[config.mk]
export PLATFORM = sky130hd
export DESIGN_NAME = sha256_byte_stream_hasher_flat
export DESIGN_NICKNAME = d
export VERILOG_FILES = /design/src/s256_pkg.sv /design/src/s256_if.sv /design/src/s256_ctrl.sv /design/src/s256_dp.sv /design/src/sha256_byte_stream_hasher.sv /design/src/flat_wrapper.sv
export SDC_FILE = /design/constraint.sdc
export NUM_CORES = 2
export LEC_CHECK = 0
export ABC_AREA = 1
export BUFFER_PORTS_ARGS = -buffer_cell sky130_fd_sc_hd__buf_4
export CORE_MARGIN = 3
export CORE_UTILIZATION = 34
export CTS_CLUSTER_SIZE = 30
export DETAILED_ROUTE_END_ITERATION = 7
export GPL_ROUTABILITY_DRIVEN = 0
export HOLD_SLACK_MARGIN = 0.03
export PLACE_DENSITY = 0.49
export SETUP_SLACK_MARGIN = 0.3
export SYNTH_ARGS = -nofsm -noshare
export SYNTH_HDL_FRONTEND = slang
export SYNTH_SLANG_ARGS = --single-unit
[constraint.sdc]
create_clock -name clk -period 7.7 [get_ports clk]
set_input_delay 0.385 -clock clk [delete_from_list [all_inputs] [get_ports clk]]
set_output_delay 0.385 -clock clk [all_outputs]
set_load 0.005 [all_outputs]
[src/s256_pkg.sv]
// shared types and constants for the sha-256 byte stream hasher
package s256_pkg;

  localparam int BLOCK_BYTES = 64;
  localparam int BLOCK_WORDS = 16;
  localparam int ROUNDS      = 64;
  localparam int HASH_WORDS  = 8;
  localparam logic [7:0] PAD_MARK_BYTE = 8'h80;
  // byte position where the 64-bit length field starts
  localparam logic [5:0] LEN_START = 6'd56;

  typedef enum logic {
    CMD_ABSORB = 1'b0,
    CMD_FINISH = 1'b1
  } cmd_code_t;

  typedef enum logic [1:0] {
    PAD_NONE     = 2'd0,
    PAD_MARK     = 2'd1,   // 0x80 then zeros to block end
    PAD_MARK_LEN = 2'd2,   // 0x80, zeros, length
    PAD_LEN      = 2'd3    // zeros, length
  } pad_t;

  typedef struct packed {
    logic       absorb;
    pad_t       pad;
    logic       start;
    logic       round;
    logic [5:0] round_idx;
    logic       fold;
    logic       next_word;
    logic       clear;
  } s256_cmd_t;

  typedef struct packed {
    logic fill_high;   // no room left for the length field
    logic fill_last;   // next byte completes the block
    logic word_last;   // digest word 7 is on the output
  } s256_stat_t;

  localparam logic [31:0] ROUND_K [ROUNDS] = '{
    32'h428a2f98, 32'h71374491, 32'hb5c0fbcf, 32'he9b5dba5,
    32'h3956c25b, 32'h59f111f1, 32'h923f82a4, 32'hab1c5ed5,
    32'hd807aa98, 32'h12835b01, 32'h243185be, 32'h550c7dc3,
    32'h72be5d74, 32'h80deb1fe, 32'h9bdc06a7, 32'hc19bf174,
    32'he49b69c1, 32'hefbe4786, 32'h0fc19dc6, 32'h240ca1cc,
    32'h2de92c6f, 32'h4a7484aa, 32'h5cb0a9dc, 32'h76f988da,
    32'h983e5152, 32'ha831c66d, 32'hb00327c8, 32'hbf597fc7,
    32'hc6e00bf3, 32'hd5a79147, 32'h06ca6351, 32'h14292967,
    32'h27b70a85, 32'h2e1b2138, 32'h4d2c6dfc, 32'h53380d13,
    32'h650a7354, 32'h766a0abb, 32'h81c2c92e, 32'h92722c85,
    32'ha2bfe8a1, 32'ha81a664b, 32'hc24b8b70, 32'hc76c51a3,
    32'hd192e819, 32'hd6990624, 32'hf40e3585, 32'h106aa070,
    32'h19a4c116, 32'h1e376c08, 32'h2748774c, 32'h34b0bcb5,
    32'h391c0cb3, 32'h4ed8aa4a, 32'h5b9cca4f, 32'h682e6ff3,
    32'h748f82ee, 32'h78a5636f, 32'h84c87814, 32'h8cc70208,
    32'h90befffa, 32'ha4506ceb, 32'hbef9a3f7, 32'hc67178f2
  };

  localparam logic [31:0] INIT_HASH [HASH_WORDS] = '{
    32'h6a09e667, 32'hbb67ae85, 32'h3c6ef372, 32'ha54ff53a,
    32'h510e527f, 32'h9b05688c, 32'h1f83d9ab, 32'h5be0cd19
  };

endpackage

[src/s256_if.sv]
// valid/ready channel interfaces for message bytes and digest words
interface s256_msg_if;
  logic       valid;
  logic       ready;
  logic       command;
  logic [7:0] data_byte;

  modport source(output valid, command, data_byte, input ready);
  modport sink(input valid, command, data_byte, output ready);
endinterface

interface s256_dig_if;
  logic        valid;
  logic        ready;
  logic [31:0] digest_word;
  logic [2:0]  word_index;
  logic        last_word;

  modport source(output valid, digest_word, word_index, last_word, input ready);
  modport sink(input valid, digest_word, word_index, last_word, output ready);
endinterface

[src/s256_ctrl.sv]
// sequencer: byte intake, round counting, padding order and digest output
module s256_ctrl
  import s256_pkg::*;
(
  input  logic       clk,
  input  logic       rst,
  input  logic       msg_valid,
  input  logic       msg_command,
  output logic       msg_ready,
  output logic       dig_valid,
  input  logic       dig_ready,
  input  s256_stat_t stat,
  output s256_cmd_t  cmd
);

  typedef enum logic [4:0] {
    ST_IDLE = 5'b00001,
    ST_RUN  = 5'b00010,
    ST_FOLD = 5'b00100,
    ST_PAD2 = 5'b01000,
    ST_OUT  = 5'b10000
  } state_t;

  state_t     state, state_next;
  logic [5:0] round, round_next;
  logic       finishing, finishing_next;
  logic       second, second_next;

  always_ff @(posedge clk) begin
    if (rst) begin
      state     <= ST_IDLE;
      round     <= '0;
      finishing <= 1'b0;
      second    <= 1'b0;
    end else begin
      state     <= state_next;
      round     <= round_next;
      finishing <= finishing_next;
      second    <= second_next;
    end
  end

  always_comb begin
    state_next     = state;
    round_next     = round;
    finishing_next = finishing;
    second_next    = second;
    cmd            = '0;
    cmd.pad        = PAD_NONE;
    cmd.round_idx  = round;
    msg_ready      = 1'b0;
    dig_valid      = 1'b0;
    unique case (state)
      ST_IDLE: begin
        msg_ready = 1'b1;
        if (msg_valid) begin
          if (msg_command == CMD_FINISH) begin
            cmd.pad        = stat.fill_high ? PAD_MARK : PAD_MARK_LEN;
            second_next    = stat.fill_high;
            finishing_next = 1'b1;
            cmd.start      = 1'b1;
            round_next     = '0;
            state_next     = ST_RUN;
          end else begin
            cmd.absorb = 1'b1;
            if (stat.fill_last) begin
              cmd.start  = 1'b1;
              round_next = '0;
              state_next = ST_RUN;
            end
          end
        end
      end
      ST_RUN: begin
        cmd.round  = 1'b1;
        round_next = round + 6'd1;
        if (round == 6'(ROUNDS - 1)) begin
          state_next = ST_FOLD;
        end
      end
      ST_FOLD: begin
        cmd.fold = 1'b1;
        if (second) begin
          state_next = ST_PAD2;
        end else if (finishing) begin
          state_next = ST_OUT;
        end else begin
          state_next = ST_IDLE;
        end
      end
      ST_PAD2: begin
        cmd.pad     = PAD_LEN;
        cmd.start   = 1'b1;
        second_next = 1'b0;
        round_next  = '0;
        state_next  = ST_RUN;
      end
      ST_OUT: begin
        dig_valid = 1'b1;
        if (dig_ready) begin
          cmd.next_word = 1'b1;
          if (stat.word_last) begin
            cmd.clear      = 1'b1;
            finishing_next = 1'b0;
            state_next     = ST_IDLE;
          end
        end
      end
      default: begin
        state_next = ST_IDLE;
      end
    endcase
  end

endmodule

[src/s256_dp.sv]
// datapath: block window, round logic, chaining value, counters
module s256_dp
  import s256_pkg::*;
(
  input  logic        clk,
  input  logic        rst,
  input  s256_cmd_t   cmd,
  input  logic [7:0]  data_byte,
  output s256_stat_t  stat,
  output logic [31:0] digest_word,
  output logic [2:0]  word_index,
  output logic        last_word
);

  function automatic logic [31:0] rotr(input logic [31:0] x, input int n);
    rotr = (x >> n) | (x << (32 - n));
  endfunction

  logic [31:0] w      [BLOCK_WORDS];
  logic [31:0] w_next [BLOCK_WORDS];
  logic [31:0] v      [HASH_WORDS];
  logic [31:0] h      [HASH_WORDS];
  logic [5:0]  fill;
  logic [63:0] bit_count;
  logic [2:0]  word_idx;

  logic [31:0] big0, big1, choose, major, t1, t2, sig0, sig1, w_new;

  always_comb begin
    big1   = rotr(v[4], 6) ^ rotr(v[4], 11) ^ rotr(v[4], 25);
    choose = (v[4] & v[5]) ^ (~v[4] & v[6]);
    t1     = v[7] + big1 + choose + ROUND_K[cmd.round_idx] + w[0];
    big0   = rotr(v[0], 2) ^ rotr(v[0], 13) ^ rotr(v[0], 22);
    major  = (v[0] & v[1]) ^ (v[0] & v[2]) ^ (v[1] & v[2]);
    t2     = big0 + major;
    sig0   = rotr(w[1], 7) ^ rotr(w[1], 18) ^ (w[1] >> 3);
    sig1   = rotr(w[14], 17) ^ rotr(w[14], 19) ^ (w[14] >> 10);
    w_new  = sig1 + w[9] + sig0 + w[0];
  end

  // byte writes, padding and schedule shift into the block window
  always_comb begin
    logic [5:0] jb;
    logic [7:0] len_byte;
    int         sh;
    for (int wi = 0; wi < BLOCK_WORDS; wi++) begin
      w_next[wi] = w[wi];
    end
    if (cmd.absorb) begin
      w_next[fill[5:2]][8 * (3 - fill[1:0]) +: 8] = data_byte;
    end
    for (int wi = 0; wi < BLOCK_WORDS; wi++) begin
      for (int bi = 0; bi < 4; bi++) begin
        jb       = 6'(wi * 4 + bi);
        sh       = 8 * (7 - (bi + 4 * (wi & 1)));
        len_byte = bit_count[sh +: 8];
        case (cmd.pad)
          PAD_MARK: begin
            if (jb == fill) begin
              w_next[wi][8 * (3 - bi) +: 8] = PAD_MARK_BYTE;
            end else if (jb > fill) begin
              w_next[wi][8 * (3 - bi) +: 8] = 8'h00;
            end
          end
          PAD_MARK_LEN: begin
            if (jb >= LEN_START) begin
              w_next[wi][8 * (3 - bi) +: 8] = len_byte;
            end else if (jb == fill) begin
              w_next[wi][8 * (3 - bi) +: 8] = PAD_MARK_BYTE;
            end else if (jb > fill) begin
              w_next[wi][8 * (3 - bi) +: 8] = 8'h00;
            end
          end
          PAD_LEN: begin
            w_next[wi][8 * (3 - bi) +: 8] = (jb >= LEN_START) ? len_byte : 8'h00;
          end
          default: begin
          end
        endcase
      end
    end
    if (cmd.round) begin
      for (int wi = 0; wi < BLOCK_WORDS - 1; wi++) begin
        w_next[wi] = w[wi + 1];
      end
      w_next[BLOCK_WORDS - 1] = w_new;
    end
  end

  always_ff @(posedge clk) begin
    for (int wi = 0; wi < BLOCK_WORDS; wi++) begin
      w[wi] <= w_next[wi];
    end
    if (cmd.start) begin
      for (int i = 0; i < HASH_WORDS; i++) begin
        v[i] <= h[i];
      end
    end else if (cmd.round) begin
      v[7] <= v[6];
      v[6] <= v[5];
      v[5] <= v[4];
      v[4] <= v[3] + t1;
      v[3] <= v[2];
      v[2] <= v[1];
      v[1] <= v[0];
      v[0] <= t1 + t2;
    end
  end

  always_ff @(posedge clk) begin
    if (rst || cmd.clear) begin
      for (int i = 0; i < HASH_WORDS; i++) begin
        h[i] <= INIT_HASH[i];
      end
      fill      <= '0;
      bit_count <= '0;
      word_idx  <= '0;
    end else begin
      if (cmd.fold) begin
        for (int i = 0; i < HASH_WORDS; i++) begin
          h[i] <= h[i] + v[i];
        end
      end
      if (cmd.absorb) begin
        fill      <= fill + 6'd1;
        bit_count <= bit_count + 64'd8;
      end
      if (cmd.next_word) begin
        word_idx <= word_idx + 3'd1;
      end
    end
  end

  assign stat.fill_high = (fill >= LEN_START);
  assign stat.fill_last = (fill == 6'(BLOCK_BYTES - 1));
  assign stat.word_last = (word_idx == 3'(HASH_WORDS - 1));

  assign digest_word = h[word_idx];
  assign word_index  = word_idx;
  assign last_word   = stat.word_last;

endmodule

[src/sha256_byte_stream_hasher.sv]
// sha-256 hasher top level: byte input channel, digest word output channel
//
// channel   role    payload                               transfer when
// msg       sink    command, data_byte                    msg.valid && msg.ready
// digest    source  digest_word, word_index, last_word    digest.valid && digest.ready
//
// data bytes are taken while msg.ready is high; the byte that fills the 64-byte block
// starts the round sequence and then a fold before the next byte is taken
// finish runs the padded block, or two blocks when fewer than nine bytes of room remain,
// then eight digest words at one per cycle while digest.ready is high
// a single round unit computes one sha-256 round per cycle; msg.ready is low from
// compression start until the fold, or on finish until the last digest transfer
// reset (rst, synchronous) loads the initial hash values and clears counts
module sha256_byte_stream_hasher
  import s256_pkg::*;
(
  input logic       clk,
  input logic       rst,
  s256_msg_if.sink  msg,
  s256_dig_if.source digest
);

  s256_cmd_t  cmd;
  s256_stat_t stat;
  logic       msg_ready;
  logic       dig_valid;

  // sequencer drives the handshakes and the datapath commands
  s256_ctrl u_ctrl (
    .clk         (clk),
    .rst         (rst),
    .msg_valid   (msg.valid),
    .msg_command (msg.command),
    .msg_ready   (msg_ready),
    .dig_valid   (dig_valid),
    .dig_ready   (digest.ready),
    .stat        (stat),
    .cmd         (cmd)
  );

  // datapath holds the block window, working variables and chaining value
  s256_dp u_dp (
    .clk         (clk),
    .rst         (rst),
    .cmd         (cmd),
    .data_byte   (msg.data_byte),
    .stat        (stat),
    .digest_word (digest.digest_word),
    .word_index  (digest.word_index),
    .last_word   (digest.last_word)
  );

  assign msg.ready    = msg_ready;
  assign digest.valid = dig_valid;

endmodule

[src/flat_wrapper.sv]
// flat-port wrapper written by rule: the top's interface ports become plain ports
module sha256_byte_stream_hasher_flat import s256_pkg::*;
  (clk, rst, msg_valid, msg_command, msg_data_byte, msg_ready, digest_valid, digest_digest_word, digest_word_index, digest_last_word, digest_ready);
  s256_msg_if msg_i ();
  s256_dig_if digest_i ();
  input logic clk;
  input logic rst;
  input wire logic [$bits(msg_i.valid)-1:0] msg_valid;
  input wire logic [$bits(msg_i.command)-1:0] msg_command;
  input wire logic [$bits(msg_i.data_byte)-1:0] msg_data_byte;
  output wire logic [$bits(msg_i.ready)-1:0] msg_ready;
  output wire logic [$bits(digest_i.valid)-1:0] digest_valid;
  output wire logic [$bits(digest_i.digest_word)-1:0] digest_digest_word;
  output wire logic [$bits(digest_i.word_index)-1:0] digest_word_index;
  output wire logic [$bits(digest_i.last_word)-1:0] digest_last_word;
  input wire logic [$bits(digest_i.ready)-1:0] digest_ready;
  assign msg_i.valid = msg_valid;
  assign msg_i.command = msg_command;
  assign msg_i.data_byte = msg_data_byte;
  assign msg_ready = msg_i.ready;
  assign digest_valid = digest_i.valid;
  assign digest_digest_word = digest_i.digest_word;
  assign digest_word_index = digest_i.word_index;
  assign digest_last_word = digest_i.last_word;
  assign digest_i.ready = digest_ready;
  sha256_byte_stream_hasher u_core (.clk(clk), .rst(rst), .msg(msg_i), .digest(digest_i));
endmodule
==> metrics.txt <==
slowest CP cell o211ai_1; Synth Net Count 12000; layout cells sized above 1 9.28%; # DRC 7; die area 250000 um2; drt initial violations 10700; CTS Sinks 1110; Crit Path Class reg -> reg; gr usage total 29.2%; Rows 180; Setup-failing EPs final 0; worst-path fanout max 8; CTS root buffer clkbuf_16; core area between 200000 and 250000 um2; via/cell ratio roughly 5.7; Starting Density around 34%; Vias between 80000 and 90000; Cells after Synth 11400; register area 27400 um2; Final Cycle Share between 90% and 100%; Yosys top cell area share 18.8%; maximum number of pins on one net before global-route repair 230; status finished, violations left; crit path DAT 7720 ps; final instance count without filler cells between 10000 and 15000; final net count 12100; vias in the first global route around 78000; ranking of synthesized cells by area edfxtp_1 (19%), dfxtp_1 (14%), nand2_1 (11%); highest clock rate roughly 140 MHz; Peak VDD IR 1.08 mV; area of the multi-input gates 48800 um2; CTS HTree Levels 4; first-pass GRT wire length 542000 um; grt ovf 0; Synth cell types 84; max-capacitance violation count 0; CTS buffer count 145; Clock Latency Late Sink 850 ps; final hold vios 0; placed cell count approximately 14000; CTS tree yes; Final Max Tran Viols 0; Die X between 400 and 500 um; Yosys warnings 0; worst rel slew slack 7.47%; Area growth syn-to-layout 13.8%; area leader, netlist edfxtp_1; First-pass DRT Iterations 8; commonest cells in the netlist nand2_1 (2356), inv_1 (1585), o21ai_0 (1253), nor2_1 (902), a21oi_1 (819); ys flop type dfxtp_1; Hold WS about 230 ps; Synth Register Bits 1110; initial antenna violation count 12; DRT antenna net count 0; die height 500 um; RSZ-0062 raised after global routing yes; Seq/Total Area, Yosys 33.1%; final WL between 300000 and 400000 um; CTS max path bufs 3; worst slew pin tran 1380 ps; CP startpoint kind flop; Mapped Area 82900 um2; Worst Skew approximately 32 ps; filler instances 25300; cell area after layout 94400 um2; Hold WC Path Type in -> reg; Pwr per Cell Area 568 nW/um2; Power, Total 53.6 mW; CP most frequent cell nand2_1; WL/cell 25.7 um; port buffer count 50; top-count cell post-synth nand2_1; hpwl dp 297000 um; Worst Setup End Kind flop; WP data required 8250 ps; fin crit period around 7200 ps; async set-reset flop share out of synthesis 0%; Ports 51; failing checks design-rule violations; Lkg Pwr 40.3 nW; Post-synth EDFFs 520; CP max stage delay 580 ps; dpl cell area 87900 um2; clk slew on worst S/H paths 60 ps; syn_area_per_cell 7.29 um2
-- layer usage --
layer	GRT usage, %	vias up	wire length, um
met5	0	-	35
li1	-	38500	-
met3	6.24	1019	36500
met1	38.0	40000	154000
met4	16.7	6	26300
met2	44.7	4337	163000
-- critical path, delay by kind of cell, from the launching register on --
family          cells  cell delay (ps)
xor+xnor            1              150
compound gates      9             1820
fa+ha+maj           6             2660
flops               1              320
simple gates       10             1240
buf+inv             7              670
-- through the flow --
| stage | util [%] | setup TNS [ps] | worst slack [ps] |
|---|---|---|---|
| after floorplan | - | 0 | 361 |
| after detailed placement | 36.4 | -116 | -79.1 |
| final | 39.1 | 0 | 523 |
| after global placement | 36.4 | -42.4 | -27.2 |
| after global routing | 39.1 | 0 | 153 |
| after CTS | 38.6 | 0 | 273 |
-- cells by family after synthesis --
family | synth area share (%)
DFF | 33.1
buffers and inverters | 9.59
xor gates and xnor gates | 3.84
AOI/OAI and AO/OA | 21.1
muxes | 0.724
adders and majority gates | 10.8
and+or+nand+nor | 20.8
-- repair_timing --
action                                 in CTS  in global routing
hold buffers                                3                  0
endpoints found under the hold margin      19                  0
setup buffers                               1                 18
resized for setup                          51                275
gates cloned                                0                  0
pin swaps                                   4                 80
setup endpoints to repair                  22                 44
-- cells in the final DEF (no fill, tap or decap), types with 114 or more instances in the layout --
cell / n
nand2_1: 2316
inv_1: 1567
o21ai_0: 1215
nor2_1: 841
a21oi_1: 786
dfxtp_1: 584
edfxtp_1: 520
nand3_1: 395
ha_1: 368
buf_4: 351
o22ai_1: 240
xor2_1: 199
o211ai_1: 199
fa_1: 193
xnor2_1: 151
clkbuf_16: 146
nand4_1: 119
a31oi_1: 114
-- sequential cells by signal, summed over array words and instances, names as in the netlist, 3 cells and up, named ones only --
register and flops:
u_core.u_ctrl.round 6, u_core.u_ctrl.state 5, u_core.u_dp.bit_count 61, u_core.u_dp.fill 6, u_core.u_dp.h 256, u_core.u_dp.v 256, u_core.u_dp.w 512, u_core.u_dp.word_index 3
-- report_power, final --
| group | internal [mW] | switching, mW | leakage, nW |
|---|---|---|---|
| Clock | 4.26 | 2.98 | 2.43 |
| Combinational | 15.5 | 23.6 | 28.7 |
| Sequential | 6.58 | 0.609 | 9.24 |
-- path summary, 6_finish.rpt --
kind	from	to	slack, ps	depth (start not counted)
setup / recovery	u_core.u_ctrl.round[1]$_SDFFE_PP0P_	u_core.u_dp.v[0][24]$_DFFE_PP_	520	33
hold / removal	msg_command	u_core.u_ctrl.state[0]$_SDFFE_PP1P_	230	6
setup reg to reg	u_core.u_ctrl.round[1]$_SDFFE_PP0P_	u_core.u_dp.v[0][24]$_DFFE_PP_	520	33
hold reg to reg	u_core.u_dp.w[1][8]$_DFF_P_	u_core.u_dp.w[0][232]$_DFF_P_	450	2
-- cell type report --
| class | instances | area share (%) |
|---|---|---|
| sequential | 1110 | 29.1 |
| antenna | 7 | 0.0186 |
| timing repair buffer | 371 | 3.15 |
| clock inverter | 75 | 1.06 |
| inverter | 1623 | 6.50 |
| clock buffer | 190 | 4.23 |
| tap | 3185 | 4.22 |
| multi-input combinational | 8208 | 51.7 |
Power figures use the tool's default switching activity.
